**src/hdl/dpfc_pkg.sv**
```systemverilog
`timescale 1ns / 1ps
// Shared types, sizes and codes of the demand page fault classifier.
// Depends on nothing; every other file but dpfc_ram imports it.
package dpfc_pkg;

  localparam int MAX_SEGMENTS      = 8;
  localparam int PAGES_PER_SEGMENT = 256;
  localparam int ADDR_BITS         = 32;

  localparam int SEG_W    = (MAX_SEGMENTS > 1) ? $clog2(MAX_SEGMENTS) : 1;
  localparam int PG_IDX_W = (PAGES_PER_SEGMENT > 1) ? $clog2(PAGES_PER_SEGMENT) : 1;
  localparam int PAGE_W   = 20;
  localparam int COPY_W   = 17;

  localparam logic [PAGE_W-1:0] PAGE_LIMIT = PAGE_W'(PAGES_PER_SEGMENT);

  localparam logic [4:0] MIN_SHIFT = 5'd12;
  localparam logic [4:0] MAX_SHIFT = 5'd16;

  localparam int CFG_IDX_W  = 1;
  localparam int CFG_DATA_W = 5;
  localparam logic [CFG_IDX_W-1:0] CFG_PAGE_SHIFT = 1'd0;
  localparam logic [CFG_IDX_W-1:0] CFG_SEG_COUNT  = 1'd1;

  localparam logic OP_LOAD  = 1'b0;
  localparam logic OP_FAULT = 1'b1;

  localparam logic [2:0] ACT_MAP       = 3'd0;
  localparam logic [2:0] ACT_NO_SEG    = 3'd1;
  localparam logic [2:0] ACT_MAPPED    = 3'd2;
  localparam logic [2:0] ACT_UNTRACKED = 3'd3;
  localparam logic [2:0] ACT_LOAD_ACK  = 3'd4;

  localparam int Q_DEPTH = 2;
  localparam int Q_PTR_W = (Q_DEPTH > 1) ? $clog2(Q_DEPTH) : 1;
  localparam int Q_CNT_W = $clog2(Q_DEPTH + 1);

  typedef struct packed {
    logic                 op;
    logic [2:0]           seg_index;
    logic [ADDR_BITS-1:0] seg_base;
    logic [31:0]          seg_mem_size;
    logic [31:0]          seg_file_size;
    logic [31:0]          seg_file_offset;
    logic [2:0]           seg_perm;
    logic [ADDR_BITS-1:0] fault_addr;
  } dpfc_in_t;

  typedef struct packed {
    logic [2:0]           action;
    logic [2:0]           hit_segment;
    logic [PAGE_W-1:0]    page_number;
    logic [ADDR_BITS-1:0] map_address;
    logic [31:0]          file_position;
    logic [COPY_W-1:0]    copy_bytes;
    logic [2:0]           page_perm;
  } dpfc_out_t;

  typedef struct packed {
    logic                 is_load;
    logic                 load_ok;
    logic [2:0]           seg_index;
    logic [ADDR_BITS-1:0] seg_base;
    logic [31:0]          seg_mem_size;
    logic [31:0]          seg_file_size;
    logic [31:0]          seg_file_offset;
    logic [2:0]           seg_perm;
    logic [ADDR_BITS-1:0] fault_addr;
  } dpfc_cmd_t;

endpackage

```
**src/hdl/dpfc_front.sv**
```systemverilog
`timescale 1ns / 1ps
// Front end: takes input beats, decodes them into commands for the queue.
// Depends on dpfc_pkg.
module dpfc_front
  import dpfc_pkg::*;
(
  input  logic      clk,
  input  logic      rst_n,
  input  logic      in_valid,
  output logic      in_stall,
  input  dpfc_in_t  in_data,
  output logic      push_valid,
  input  logic      push_ready,
  output dpfc_cmd_t push_cmd
);

  dpfc_cmd_t cmd_r;
  logic      cmd_valid_r;
  logic      accept;

  assign in_stall   = cmd_valid_r && !push_ready;
  assign accept     = in_valid && !in_stall;
  assign push_valid = cmd_valid_r;
  assign push_cmd   = cmd_r;

  always_ff @(posedge clk) begin
    if (!rst_n) begin
      cmd_valid_r <= 1'b0;
    end else if (accept) begin
      cmd_valid_r <= 1'b1;
    end else if (push_ready) begin
      cmd_valid_r <= 1'b0;
    end
  end

  always_ff @(posedge clk) begin
    if (accept) begin
      cmd_r.is_load         <= (in_data.op == OP_LOAD);
      cmd_r.load_ok         <= (int'(in_data.seg_index) < MAX_SEGMENTS);
      cmd_r.seg_index       <= in_data.seg_index;
      cmd_r.seg_base        <= in_data.seg_base;
      cmd_r.seg_mem_size    <= in_data.seg_mem_size;
      cmd_r.seg_file_size   <= in_data.seg_file_size;
      cmd_r.seg_file_offset <= in_data.seg_file_offset;
      cmd_r.seg_perm        <= in_data.seg_perm;
      cmd_r.fault_addr      <= in_data.fault_addr;
    end
  end

endmodule

```
**config.mk**
```make
export PLATFORM = sky130hd
export DESIGN_NAME = dpfc_front
export DESIGN_NICKNAME = d
export VERILOG_FILES = /design/src/hdl/dpfc_pkg.sv /design/src/hdl/dpfc_front.sv
export SDC_FILE = /design/constraint.sdc
export NUM_CORES = 1
export LEC_CHECK = 0
export ABC_AREA = 1
export BUFFER_PORTS_ARGS = -buffer_cell sky130_fd_sc_hd__buf_2
export CORE_AREA = 3 3 130 132
export DETAILED_ROUTE_END_ITERATION = 8
export DIE_AREA = 0 0 133 135
export PLACE_DENSITY_LB_ADDON = 0.25
export RECOVER_POWER = 100
export SLEW_MARGIN = 20
export SYNTH_ARGS = -nofsm -noshare
export SYNTH_HDL_FRONTEND = slang
export SYNTH_SLANG_ARGS = --single-unit
```
**constraint.sdc**
```tcl
create_clock -name clk -period 15 [get_ports clk]
set_clock_uncertainty 0.15 [all_clocks]
set_input_delay 3.75 -clock clk [delete_from_list [all_inputs] [get_ports clk]]
set_output_delay 3.75 -clock clk [all_outputs]
set_load 0.01 [all_outputs]
```
==> metrics.md <==
| Metric | Value |
|---|---|
| Status | `complete, but fails checks` |
| Failing checks | `max-capacitance violations, max-slew violations` |
| N_diodes | `0` |
| Sw power | `227 uW` |
| Library cells used by synthesis | `9` |
| WL/cell | `16.4 um` |
| I/O pin count | `341` |
| Initial antenna violation count | `3` |
| Worst skew pair latency | `0.42 ns` |
| Worst slew pin tran | `4.28 ns` |
| Remaining DRCs | `0` |
| Post-CTS Resized | `0` |
| Cell Pwr Density | `143 nW/um^2` |
| Tot GR Track Use | `13.4%` |
| Vias | `3,110` |
| CTS Buf Count | `17` |
| Starting Density | `32.1%` |
| Detailed Routing Iterations Pass 1 | `4` |
| CTS tree | `built` |
| Via-to-Cell Ratio | `4.05` |
| Most frequent cells in the layout | `clkbuf_1 (174), buf_2 (168), edfxtp_1 (167), clkbuf_16 (17), inv_1 (5)` |
| DR iter-0 viols | `169` |
| Synthesized net count | `349` |
| Final period utilization | `56.8%` |
| Total power | `1070 uW` |
| Slew headroom | `-185%` |
| Post-CTS Setup Inserts | `0` |
| Critical path class | `input pin to flop` |
| Share of layout cells above drive strength 1 | `35.9%` |
| Max_cap viols | `2` |
| Port bufs | `339` |
| Min-delay worst type | `flop to flop` |
| Crit path required time | `14.77 ns` |
| Worst Path Max Fanout | `82` |
| Mapped cell area | `5080 um^2` |
| Number of global-route vias before repair | `3,215` |
| Combinational share of power | `6.4%` |
| Antenna Nets Post-Route | `0` |
| Flop pwr share | `52.4%` |
| Fillers | `1,462` |
| Critical Path AT | `8.30 ns` |
| RSZ-0062 raised after global routing | `false` |
| Core area | `15,800 um^2` |
| Fin. max-slew vios | `142` |
| Net count, final | `709` |
| CTS sink cnt | `168` |
| Post-Synthesis Cells | `178` |
| H-Tree Depth | `4` |
| CP endpoint kind | `flop` |
| Die area | `18,000 um^2` |
| Seq cells post-synth | `168` |
| Post-route minimum period | `8.53 ns` |
| Total grt overflow | `0` |
| Max clock buf depth | `2` |
| Root Buffer | `clkbuf_16` |
| Syn. warnings | `0` |
| Die X | `133 um` |
| Switching share of power | `21.3%` |
| Highest Clock Rate | `0.117 GHz` |
| Max VDD drop | `0.0000666 V` |
| Setup-failing EPs final | `0` |
| Placer Congestion | `0.751` |
| Largest net degree at the start of global routing | `87` |
| Area taken by multi-input logic gates | `23.8 um^2` |
| Final Hold Fails | `0` |
| First-pass GRT wire length | `17,800 um` |
| Reg area | `5030 um^2` |
| Reg clk slew, reported paths | `0.06 ns` |
| Chip height | `135 um` |
| Syn Area/Cell | `28.5 um^2` |
| Synth area leader | `edfxtp_1` |
| Area Growth Syn to Fin | `46.5%` |
| Sum of negative setup slack | `0 ns` |
| CTS Hold Bufs | `0` |
| Commonest non-fill, non-tap cell in the layout | `clkbuf_1` |
| Dpl hpwl | `9470 um` |
| Largest cells by area after synthesis | `edfxtp_1 (99%), dfxtp_1 (0.39%), inv_1 (0.30%), buf_4 (0.15%), nand2_2 (0.12%)` |
| Post-synthesis sequential area ratio | `99.1%` |
| Row count | `46` |
| WL final | `12,600 um` |
| Worst Setup Start Kind | `input pin` |
| Share of the synthesized area in the top cell type | `98.7%` |
| LEAKAGE | `0.00281 uW` |
| Internal Power | `840 uW` |
| Clk network pwr share | `41.3%` |
-- layer usage --
layer | up-vias | track usage (%) | wire length, um | share of wire (%)
li1 | 1434 | - | - | -
met1 | 1419 | 14.0 | 4340 | 34
met2 | 217 | 21.9 | 6390 | 51
met3 | 36 | 7.34 | 1470 | 12
met4 | 4 | 6.93 | 369 | 2.9
met5 | - | 0 | 33 | 0.26
-- sequential cells by signal (all words and copies together) (netlist names) --
name	count
push_valid	1
push_cmd	167
-- area by class of cell --
type / count / share of cell area (%)
multi-input cells: 4 / 0.319
repair buffers: 342 / 20.1
well taps: 216 / 3.63
flip-flops and latches: 168 / 67.7
inverters: 5 / 0.252
clock inverters: 15 / 2.34
clock buffers: 17 / 5.72
-- synthesized netlist by cell type (all sizes together) --
cell    number
edfxtp     167
inv          5
a21oi        1
buf          1
conb         1
dfxtp        1
nand2        1
nor2         1
-- worst max-delay path, cell delays in order --
cell	delay (ns)
buf_2	0.08
inv_1	0.03
nand2_1	0.06
inv_1	0.08
nor2_4	0.07
clkbuf_1	1.08
clkbuf_1	3.08
-- path summary, 6_finish.rpt --
path	from	end	slack [ns]	depth (start not counted)
worst max-delay path	push_ready	push_cmd[75]$_DFFE_PP_	6.47	7
worst min-delay path	push_valid$_SDFFE_PN0P_	push_valid$_SDFFE_PN0P_	0.34	2
worst max register to register	push_valid$_SDFFE_PN0P_	push_cmd[75]$_DFFE_PP_	9.58	5
worst min register to register	push_valid$_SDFFE_PN0P_	push_valid$_SDFFE_PN0P_	0.34	2
-- through the flow --
| step | hold WS, ns | utilization, % | setup WS, ns | instance area, um^2 | instances |
|---|---|---|---|---|---|
| 3_3_place_gp | 0.324 | 44.6 | 6.94 | 7060 | 734 |
| 2_1_floorplan | 0.356 | - | 3.27 | 5080 | 178 |
| 4_1_cts | 0.347 | 48.4 | 6.94 | 7660 | 766 |
| 5_1_grt | 0.375 | 47.0 | 5.86 | 7440 | 767 |
| 6_report | 0.340 | 47.0 | 6.47 | 7440 | 767 |
| 3_5_place_dp | 0.336 | 44.6 | 6.94 | 7060 | 734 |
-- cells by family after synthesis --
kind of cell	count (synthesis)	share of synthesized area, %
and+or+nand+nor	2	0.197
DFF	168	99.1
other	1	0.0738
AOI/OAI and AO/OA	1	0.0984
buffers and inverters	6	0.517
-- power groups by stage --
stage / logic (uW) / registers [uW] / clock network (uW)
after floorplan: 8.91 / 588 / 0
after global placement: 75.7 / 565 / 0
after detailed placement: 76.8 / 566 / 0
final: 67.8 / 559 / 440
after CTS: 76.9 / 556 / 454
after global routing: 74.3 / 561 / 470
No activity file was read; power rests on OpenSTA's default activity.
