<file path="src/hdl/dpfc_pkg.sv">
`timescale 1ns / 1ps
// Shared types, sizes and codes of the demand page fault classifier.
// Depends on nothing; every other file but dpfc_ram imports it.
package dpfc_pkg;

  localparam int MAX_SEGMENTS      = 8;
  localparam int PAGES_PER_SEGMENT = 256;
  localparam int ADDR_BITS         = 32;

  localparam int SEG_W    = (MAX_SEGMENTS > 1) ? $clog2(MAX_SEGMENTS) : 1;
  localparam int PG_IDX_W = (PAGES_PER_SEGMENT > 1) ? $clog2(PAGES_PER_SEGMENT) : 1;
  localparam int PAGE_W   = 20;
  localparam int COPY_W   = 17;

  localparam logic [PAGE_W-1:0] PAGE_LIMIT = PAGE_W'(PAGES_PER_SEGMENT);

  localparam logic [4:0] MIN_SHIFT = 5'd12;
  localparam logic [4:0] MAX_SHIFT = 5'd16;

  localparam int CFG_IDX_W  = 1;
  localparam int CFG_DATA_W = 5;
  localparam logic [CFG_IDX_W-1:0] CFG_PAGE_SHIFT = 1'd0;
  localparam logic [CFG_IDX_W-1:0] CFG_SEG_COUNT  = 1'd1;

  localparam logic OP_LOAD  = 1'b0;
  localparam logic OP_FAULT = 1'b1;

  localparam logic [2:0] ACT_MAP       = 3'd0;
  localparam logic [2:0] ACT_NO_SEG    = 3'd1;
  localparam logic [2:0] ACT_MAPPED    = 3'd2;
  localparam logic [2:0] ACT_UNTRACKED = 3'd3;
  localparam logic [2:0] ACT_LOAD_ACK  = 3'd4;

  localparam int Q_DEPTH = 2;
  localparam int Q_PTR_W = (Q_DEPTH > 1) ? $clog2(Q_DEPTH) : 1;
  localparam int Q_CNT_W = $clog2(Q_DEPTH + 1);

  typedef struct packed {
    logic                 op;
    logic [2:0]           seg_index;
    logic [ADDR_BITS-1:0] seg_base;
    logic [31:0]          seg_mem_size;
    logic [31:0]          seg_file_size;
    logic [31:0]          seg_file_offset;
    logic [2:0]           seg_perm;
    logic [ADDR_BITS-1:0] fault_addr;
  } dpfc_in_t;

  typedef struct packed {
    logic [2:0]           action;
    logic [2:0]           hit_segment;
    logic [PAGE_W-1:0]    page_number;
    logic [ADDR_BITS-1:0] map_address;
    logic [31:0]          file_position;
    logic [COPY_W-1:0]    copy_bytes;
    logic [2:0]           page_perm;
  } dpfc_out_t;

  typedef struct packed {
    logic                 is_load;
    logic                 load_ok;
    logic [2:0]           seg_index;
    logic [ADDR_BITS-1:0] seg_base;
    logic [31:0]          seg_mem_size;
    logic [31:0]          seg_file_size;
    logic [31:0]          seg_file_offset;
    logic [2:0]           seg_perm;
    logic [ADDR_BITS-1:0] fault_addr;
  } dpfc_cmd_t;

endpackage

</file>
<file path="src/hdl/dpfc_queue.sv">
`timescale 1ns / 1ps
// Short command queue between the front end and the back end.
// Depends on dpfc_pkg.
module dpfc_queue
  import dpfc_pkg::*;
(
  input  logic      clk,
  input  logic      rst_n,
  input  logic      push_valid,
  output logic      push_ready,
  input  dpfc_cmd_t push_cmd,
  output logic      pop_valid,
  input  logic      pop_ready,
  output dpfc_cmd_t pop_cmd
);

  dpfc_cmd_t           mem_r [Q_DEPTH];
  logic [Q_PTR_W-1:0]  wr_ptr_r;
  logic [Q_PTR_W-1:0]  rd_ptr_r;
  logic [Q_CNT_W-1:0]  count_r;
  logic                do_push;
  logic                do_pop;

  assign push_ready = (count_r != Q_CNT_W'(Q_DEPTH));
  assign pop_valid  = (count_r != '0);
  assign pop_cmd    = mem_r[rd_ptr_r];
  assign do_push    = push_valid && push_ready;
  assign do_pop     = pop_valid && pop_ready;

  always_ff @(posedge clk) begin
    if (!rst_n) begin
      wr_ptr_r <= '0;
      rd_ptr_r <= '0;
      count_r  <= '0;
    end else begin
      if (do_push) begin
        wr_ptr_r <= (wr_ptr_r == Q_PTR_W'(Q_DEPTH - 1)) ? '0 : wr_ptr_r + 1'b1;
      end
      if (do_pop) begin
        rd_ptr_r <= (rd_ptr_r == Q_PTR_W'(Q_DEPTH - 1)) ? '0 : rd_ptr_r + 1'b1;
      end
      if (do_push && !do_pop) begin
        count_r <= count_r + 1'b1;
      end else if (do_pop && !do_push) begin
        count_r <= count_r - 1'b1;
      end
    end
  end

  always_ff @(posedge clk) begin
    if (do_push) begin
      mem_r[wr_ptr_r] <= push_cmd;
    end
  end

endmodule

</file>
<file path="config.mk">
export PLATFORM = sky130hd
export DESIGN_NAME = dpfc_queue
export DESIGN_NICKNAME = d
export VERILOG_FILES = /design/src/hdl/dpfc_pkg.sv /design/src/hdl/dpfc_queue.sv
export SDC_FILE = /design/constraint.sdc
export NUM_CORES = 1
export LEC_CHECK = 0
export BUFFER_PORTS_ARGS = -buffer_cell sky130_fd_sc_hd__buf_4
export CAP_MARGIN = 10
export CORE_MARGIN = 1
export CORE_UTILIZATION = 30
export DETAILED_ROUTE_END_ITERATION = 6
export PLACE_DENSITY = 0.5
export SETUP_SLACK_MARGIN = 0.05
export SLEW_MARGIN = 0
export SYNTH_ARGS = -nofsm -noshare
export SYNTH_HDL_FRONTEND = slang
export SYNTH_SLANG_ARGS = --single-unit
</file>
<file path="constraint.sdc">
create_clock -name clk -period 8.7 [get_ports clk]
set_input_delay 0.87 -clock clk [delete_from_list [all_inputs] [get_ports clk]]
set_output_delay 0.87 -clock clk [all_outputs]
set_load 0.1 [all_outputs]
</file>
==> metrics.cfg, run 1 <==
[clock_network]
cts.htree.levels = 2
cts_tree = built
postCtsSetupRepairBufs = 0
cts_resized = 0
ctsLongestPathBuffers = 3
cts_hold_buffers = 0
clock-root-buffer = clkbuf_16
cts.sinks = 341
clk_pin_slew_ns = 0.05
cts_buffers = 39
clock_latency_ns = 0.53

[setup_path]
critical_path.endpoint_type = output port
cp_slowest_cell = dfxtp_4
worstSetupStartpointType = flop
crit_chain = buf_4, mux2_2, buf_4
r2r_slack_ns = 6.20
crit_top_cell = buf_4
crit_arrival_ns = 3.21
cp.required_ns = 7.83
critPathMaxStageDelay_ns = 1.07
critical_path_class = reg2out
crit_fanout = 68

[power_and_ir_drop]
vdd.ir_drop.worst_uv = 211
leakagePower_nw = 6.43
p_int_w = 0.00367
combPwrFrac_pct = 45.2
p_per_area_nw_per_um2 = 390
p_switching_w = 0.00298
power_frac_clock_pct = 22.4
seq_power_share_pct = 32.5
switching_share_pct = 44.8

[global_route]
grt_start_max_net_pins = 69
antenna_found_initial = 0
first_global_vias = 6527
gr-total-overflow = 0
grt_pass1_wl_mm = 39.4
grt_usage_pct = 12.1

[logic_synthesis]
ys_warn_count = 0
synth-edff-count = 336
yosysSeqAreaShare_pct = 79.7
yosys.area.top_type = edfxtp_1
synthCells = 547
synth.most_common_cell = edfxtp_1
async_flop_share_pct = 0
synth_top_area_share_pct = 78.9
postSynthAreaPerCell_um2 = 23.4
synth_cell_types = 21
syn_area_um2 = 12800
yosys-top-cells-count = edfxtp_1 (336), mux2_4 (100), mux2_2 (68)
ys_ff_latch = 341
ys.flop_type = edfxtp_1
syn-num-nets = 720
yosys-top-cells-area = edfxtp_1 (79%), mux2_4 (12%), mux2_2 (6.0%), buf_6 (1.3%), dfxtp_1 (0.78%)

[layout]
antennaDiodeCount = 0
nets = 1089
fillers = 3846
area_delta_synth_final_pct = 33.3
drive_above_1_share_pct = 60.8

[placement]
post-dp-hpwl_mm = 17.7
gp_congestion = 0.714
dp_slack_ns = 5.05
port_buffers = 341

[detailed_routing]
drtIter0Drc = 207
routed_via_density = 4.24
drc = 0
wl_per_cell_um = 18.2
finalWirelength_mm = 26.9
ant_nets = 0
num_vias = 6258
drtPass1Iterations = 6

[timing]
period_share_pct = 46.9
tightest_slew_ns = 1.13
period_needed_ns = 4.08
max-slew-margin-rel_pct = 24.9
tns_ns = 0
slew_violations = 0
hold_viol_final = 0
setup_viol = 0
skew_ns = 0.0118
fin_ws_ns = 4.62
clock.fmax_mhz = 245
rsz0062_at_grt = no

[floorplan]
die_area_um2 = 43500
ioPinCount = 342
start_util_pct = 30.4
die_y_um = 208
die_x_um = 208
fp-row-count = 75
core_area_um2 = 42000

[status]
outcome = complete, no violations

[flow_run]
max_cap_viol_count = 0

[worst_hold_path]
hold_path_class = in2reg

[cell type report]
cell class	count	area, µm²	area share (%)
repair buffers	347	2610	15.3
flip-flops and latches	341	10200	59.8
multi-input cells	186	2410	14.1
inverters	1	8.76	0.0514
well taps	539	674	3.96
clock inverters	17	111	0.653
clock buffers	46	1040	6.13
[worst max-delay path: cells and delay by family, from the launching register on]
family	cells	cell delay [ns]
DFF	1	1.07
muxes	1	0.43
buffers and inverters	2	1.10
[power groups by stage]
stage | Clock (W) | Sequential (W) | Combinational, W
final | 0.00149 | 0.00216 | 0.00300
after global routing | 0.00160 | 0.00218 | 0.00309
after CTS | 0.00154 | 0.00217 | 0.00304
after detailed placement | 0 | 0.00220 | 0.00303
after global placement | 0 | 0.00220 | 0.00303
after floorplan | 0 | 0.00216 | 0.00254
[stage by stage]
step / instance area, µm² / hold WS (ns) / util [%] / total power, W / instances
after floorplan: 12800 / 0.512 / - / 0.00469 / 547
after global placement: 15900 / 0.546 / 37.8 / 0.00523 / 1414
after detailed placement: 15900 / 0.566 / 37.8 / 0.00523 / 1414
after CTS: 17000 / 0.470 / 40.6 / 0.00675 / 1477
after global routing: 17000 / 0.477 / 40.6 / 0.00687 / 1477
final: 17000 / 0.519 / 40.6 / 0.00665 / 1477
[routing by layer]
metal	part of all wire, %	vias to the layer above	track usage, %
li1	-	2916	-
met1	42	3080	15.2
met2	47	217	18.7
met3	8.4	45	4.47
met4	2.4	0	4.93
met5	0	-	0
[cell usage in the layout, fill, tap and decap left out, types with 2 or more instances in the layout]
master / netlist / routed
and2_1: 4 / 4
buf_4: 0 / 347
clkbuf_1: 0 / 5
clkbuf_16: 0 / 41
clkinv_1: 0 / 9
clkinv_2: 0 / 3
clkinv_4: 0 / 2
clkinvlp_4: 0 / 2
dfxtp_1: 5 / 4
edfxtp_1: 336 / 336
mux2_2: 68 / 68
mux2_4: 100 / 100
xnor2_1: 2 / 2
[final timing paths]
kind	end	startpoint	cells past startpoint
setup / recovery	pop_cmd[129]	flop	3
hold / removal	mem_r[1][26]$_DFFE_PP_	push_cmd[26]	1
setup reg to reg	mem_r[1][52]$_DFFE_PP_	count_r[0]$_SDFFE_PN0P_	3
hold reg to reg	count_r[1]$_SDFFE_PN0P_	count_r[1]$_SDFFE_PN0P_	2
[cells by family after synthesis]
kind of cell / Yosys count / synth area share, %
DFF: 341 / 79.7
muxes: 168 / 17.7
buffers and inverters: 20 / 1.51
and+or+nand+nor: 9 / 0.509
AOI/OAI and AO/OA: 5 / 0.274
xor gates and xnor gates: 3 / 0.205
adders and majority gates: 1 / 0.0978
[state kept, by name (all words and copies together) (netlist names), named ones only]
| register | count |
|---|---|
| rd_ptr_r | 1 |
| wr_ptr_r | 1 |
| count_r | 2 |
| mem_r | 336 |
(Power assumes the default switching activity.)
==> run 2, diff against run 1 <==
PLACE_DENSITY = 0.52   (was 0.5)
clock period = 3.7 ns   (was 8.7 ns; I/O delays follow)
==> run 2 against run 1 <==
Sequential share of layout area is 6.1 points lower. Worst setup slack got worse by 3.7 ns. Clock-buffer cell count did not move. Critical path depth is the same. Register-to-register slack worse by 4.5 ns. Die area did not move. Wire length is 3.9% higher. Highest routed layer unchanged.
==> metrics.cfg, run 2 (synthesis results as in run 1) <==
[status]
outcome = complete, no violations

[timing]
holdWs_ns = 0.0684
tightest_slew_ns = 0.865
slew_violations = 0
rsz0062_at_grt = no
clock.fmax_mhz = 356
skew_ns = 0.0136
period_share_pct = 76.0
setup_viol = 0
max-slew-margin-rel_pct = 42.4
tns_ns = 0
hold_viol_final = 0
period_needed_ns = 2.81

[layout]
area_delta_synth_final_pct = 48.5
nets = 1266
mostFrequentLayoutCell = buf_4
largest_reg_flops = 336
largest-register = mem_r
drive_above_1_share_pct = 52.5
utilization_pct = 45.2
fin_cells = 1658
fillers = 3681
final_cell_mix = buf_4 (348), edfxtp_1 (336), dlygate4sd3_1 (168)
top_regs = mem_r x336, count_r x2
antennaDiodeCount = 0

[worst_hold_path]
worstHoldPathCells = 2
hold_path_class = in2reg
min_from = rst_n

[setup_path]
critical_path_class = reg2out
cp.required_ns = 3.33
crit_arrival_ns = 2.44
ff2ff_path_depth = 4
r2r_slack_ns = 1.66
critical_path.endpoint_type = output port
r2r-start = count_r[1]$_SDFFE_PN0P_
worstSetupStartpointType = flop
crit_fanout = 48
rr_endpoint = mem_r[0][18]$_DFFE_PP_

[detailed_routing]
drtIter0Drc = 274
ant_nets = 0
wl_met1_mm = 11.7
routed.top_layer = met4
num_vias = 6943
wl_per_cell_um = 16.9
finalWirelength_mm = 28.0
routed_via_density = 4.19
wl_met2_mm = 13.5
drtPass1Iterations = 4
drc = 0
wl_met3_mm = 2.01

[placement]
gp_congestion = 0.710
dp.cells = 1423
port_buffers = 341
post-dp-hpwl_mm = 17.8

[global_route]
antenna_found_initial = 0
grt_usage_pct = 12.7
grt_start_max_net_pins = 55
gr-total-overflow = 0
grt_pass1_wl_mm = 42.1
first_global_vias = 7423

[clock_network]
cts.sinks = 341
ctsLongestPathBuffers = 3
cts_tree = built
clock_latency_ns = 0.54
clk_pin_slew_ns = 0.06
clock-root-buffer = clkbuf_16
cts_buffers = 39
cts.htree.levels = 2
cts_resized = 0

[flow_run]
max_cap_viol_count = 0

[floorplan]
core_area_um2 = 42000
die_y_um = 208
ioPinCount = 342
die_x_um = 208
die_area_um2 = 43500
fp-row-count = 75
start_util_pct = 30.4

[power_and_ir_drop]
leakagePower_nw = 7.26
vdd.ir_drop.worst_uv = 456
p_per_area_nw_per_um2 = 851

[run 2: changes by cell type in the layout (fill, tap and decap cells not counted), sizes merged]
cell,delta
clkinv,+1
bufinv,+3
buf,+9
dlygate4sd3,+168
[run 2: metrics by stage]
stage	power, W	cell area, µm²	setup slack (ns)
floorplan	0.0110	12800	-0.0478
global placement	0.0124	16100	1.40
detailed placement	0.0124	16100	1.38
CTS	0.0164	19000	0.772
global route	0.0167	19000	0.740
finish	0.0162	19000	0.889
[run 2: report_power, final]
part	internal [W]	switching [W]
clock	0.00229	0.00149
combinational	0.00192	0.00544
sequential	0.00483	0.000203
[run 2: how the worst max path moves through the flow]
stage | slack, ns | depth (start not counted) | startpoint | endpoint
detailed placement | 1.38 | 3 | flop | pop_cmd[164]
finish | 0.89 | 3 | flop | pop_cmd[2]
CTS | 0.77 | 3 | flop | pop_cmd[2]
floorplan | -0.05 | 3 | count_r[0]$_SDFFE_PN0P_ | mem_r[0][0]$_DFFE_PP_
global route | 0.74 | 3 | flop | pop_cmd[164]
global placement | 1.40 | 3 | flop | pop_cmd[22]
[run 2: area by class of cell]
class / count / area [µm²] / area share (%)
clock inverter: 21 / 208 / 1.09
sequential: 341 / 10200 / 53.7
timing repair buffer: 524 / 4450 / 23.5
multi-input combinational: 186 / 2410 / 12.7
tap: 539 / 674 / 3.55
clock buffer: 46 / 1040 / 5.50
inverter: 1 / 7.51 / 0.0395
[run 2: worst max-delay path, stage by stage, from the launching register on]
cell and delay (ns):
dfxtp_4 0.92, buf_4 0.36, mux2_2 0.37, buf_4 0.23
[run 2: timing repair]
item | 4_1_cts | 5_1_grt
endpoints found under the hold margin | 335 | 0
hold buffers | 168 | 0
buffers inserted | 0 | 0
[run 2: routing by layer]
| metal | global-route usage, % | up-vias |
|---|---|---|
| met5 | 0 | - |
| met4 | 5.29 | 0 |
| met3 | 4.09 | 48 |
| met2 | 20.5 | 221 |
| met1 | 15.5 | 3404 |
| li1 | - | 3270 |
==> run 3, diff against run 2 <==
PLACE_DENSITY = 0.5   (was 0.52)
clock period = 2.7 ns   (was 3.7 ns; I/O delays follow)
==> run 3 against run 2 <==
Via count grew 0.72%. Critical path depth is the same. Hold slack worse by 0.018 ns. Largest cell class unchanged. Worst setup slack got worse by 0.51 ns. Utilization rose by 0.18 points.
==> metrics.cfg, run 3 (synthesis results as in run 1) <==
[status]
outcome = complete, no violations

[layout]
area_delta_synth_final_pct = 49.1
antennaDiodeCount = 0
nets = 1269
utilization_pct = 45.4
largest-register = mem_r
finalInstanceArea_um2 = 19100
final_cell_mix = buf_4 (346), edfxtp_1 (336), dlygate4sd3_1 (169)
fillers = 3753
mostFrequentLayoutCell = buf_4
drive_above_1_share_pct = 52.1
largest_reg_flops = 336
top_regs = mem_r x336, count_r x2

[placement]
post-dp-hpwl_mm = 18.0
dp_slack_ns = 0.902
gp_congestion = 0.703
port_buffers = 341
placed_area_um2 = 16100

[global_route]
gr-total-overflow = 0
grt_pass1_wl_mm = 42.2
grt_usage_pct = 12.7
antenna_found_initial = 0
grt_start_max_net_pins = 100
first_global_vias = 7517

[flow_run]
max_cap_viol_count = 0

[timing]
hold_viol_final = 0
setup_viol = 0
clock.fmax_mhz = 432
slew_violations = 0
tightest_slew_ns = 0.728
period_share_pct = 85.8
period_needed_ns = 2.32
skew_ns = 0.0125
fin_ws_ns = 0.383
max-slew-margin-rel_pct = 51.4
rsz0062_at_grt = no

[clock_network]
cts_tree = built
cts.htree.levels = 2
cts_buffers = 39
cts.sinks = 341
clk_pin_slew_ns = 0.06
ctsLongestPathBuffers = 3
clock_latency_ns = 0.54
clock-root-buffer = clkbuf_16

[detailed_routing]
drtPass1Iterations = 4
wl_per_cell_um = 16.9
ant_nets = 0
finalWirelength_mm = 28.0
num_vias = 6993
routed_via_density = 4.22
drc = 0
drtIter0Drc = 218

[floorplan]
fp-row-count = 75
die_x_um = 208
start_util_pct = 30.4
die_area_um2 = 43500
die_y_um = 208
core_area_um2 = 42000
ioPinCount = 342

[setup_path]
crit_fanout = 44
crit_buf_inv = 2
r2r_slack_ns = 0.93
worstSetupStartpointType = flop
critPathMaxStageDelay_ns = 0.53
critical_path.endpoint_type = output port
crit_cells = 3
rr_endpoint = mem_r[0][27]$_DFFE_PP_
cp_slowest_cell = dfxtp_4
crit_chain = buf_12, mux2_4, buf_4
critPathTopFamily = buffers and inverters
critical_path_class = reg2out
r2r-start = count_r[0]$_SDFFE_PN0P_
crit_arrival_ns = 2.05
cp.required_ns = 2.43
ff2ff_path_depth = 4

[power_and_ir_drop]
vdd.ir_drop.worst_uv = 698
p_per_area_nw_per_um2 = 1160
leakagePower_nw = 7.28

[worst_hold_path]
min_to = wr_ptr_r$_SDFFE_PN0P_
hold_path_class = in2reg
worstHoldPathCells = 3
min_from = push_valid

==> run 3: area by class of cell <==
type | count | area, µm² | share of cell area [%]
Clock buffer | 46 | 1040 | 5.48
Timing Repair Buffer | 527 | 4530 | 23.8
Sequential cell | 341 | 10200 | 53.5
Clock inverter | 18 | 208 | 1.09
Tap cell | 539 | 674 | 3.54
Multi-Input combinational cell | 186 | 2410 | 12.6
Inverter | 1 | 7.51 | 0.0394
==> run 3: repair_timing <==
action                                 CTS  global route
endpoints found under the hold margin  341             0
hold buffers                           169             0
resized for setup                        0             0
setup buffers                            0             0
==> run 3: metal layers <==
metal	up-vias	global-route usage [%]	routed length [µm]
met3	58	3.80	1900
met5	-	0	0
met2	234	20.8	13600
met1	3427	15.4	11600
li1	3274	-	-
met4	0	5.70	870
==> run 3: worst max-delay path by stage <==
stage	start	endpoint	slack [ns]
after floorplan	count_r[0]$_SDFFE_PN0P_	mem_r[0][0]$_DFFE_PP_	-1.05
after global placement	count_r[0]$_SDFFE_PN0P_	mem_r[1][37]$_DFFE_PP_	0.89
after detailed placement	count_r[0]$_SDFFE_PN0P_	mem_r[1][37]$_DFFE_PP_	0.90
after CTS	flop	pop_cmd[151]	0.32
after global routing	flop	pop_cmd[29]	0.27
final	flop	pop_cmd[28]	0.38
==> run 3: worst min-delay path, cell delays in order <==
cell and delay [ns]:
buf_4 0.10, a21bo_2 0.11, a21boi_0 0.06
==> run 3: metrics by stage <==
| step | hold slack, ns | cells | total power (W) | setup TNS [ns] |
|---|---|---|---|---|
| after floorplan | 0.369 | 547 | 0.0151 | -272.55 |
| after global placement | 0.455 | 1425 | 0.0170 | 0 |
| final | 0.0504 | 1658 | 0.0222 | 0 |
| after global routing | 0.0615 | 1658 | 0.0229 | 0 |
| after detailed placement | 0.457 | 1425 | 0.0170 | 0 |
| after CTS | 0.0120 | 1658 | 0.0225 | 0 |
==> run 3: where the power goes <==
part	internal, W	total [W]	switching (W)	leakage, nW
clock	0.00321	0.00520	0.00199	0.612
sequential	0.00662	0.00681	0.000192	3.18
combinational	0.00264	0.0102	0.00753	3.49
total	0.0125	0.0222	0.00971	7.28
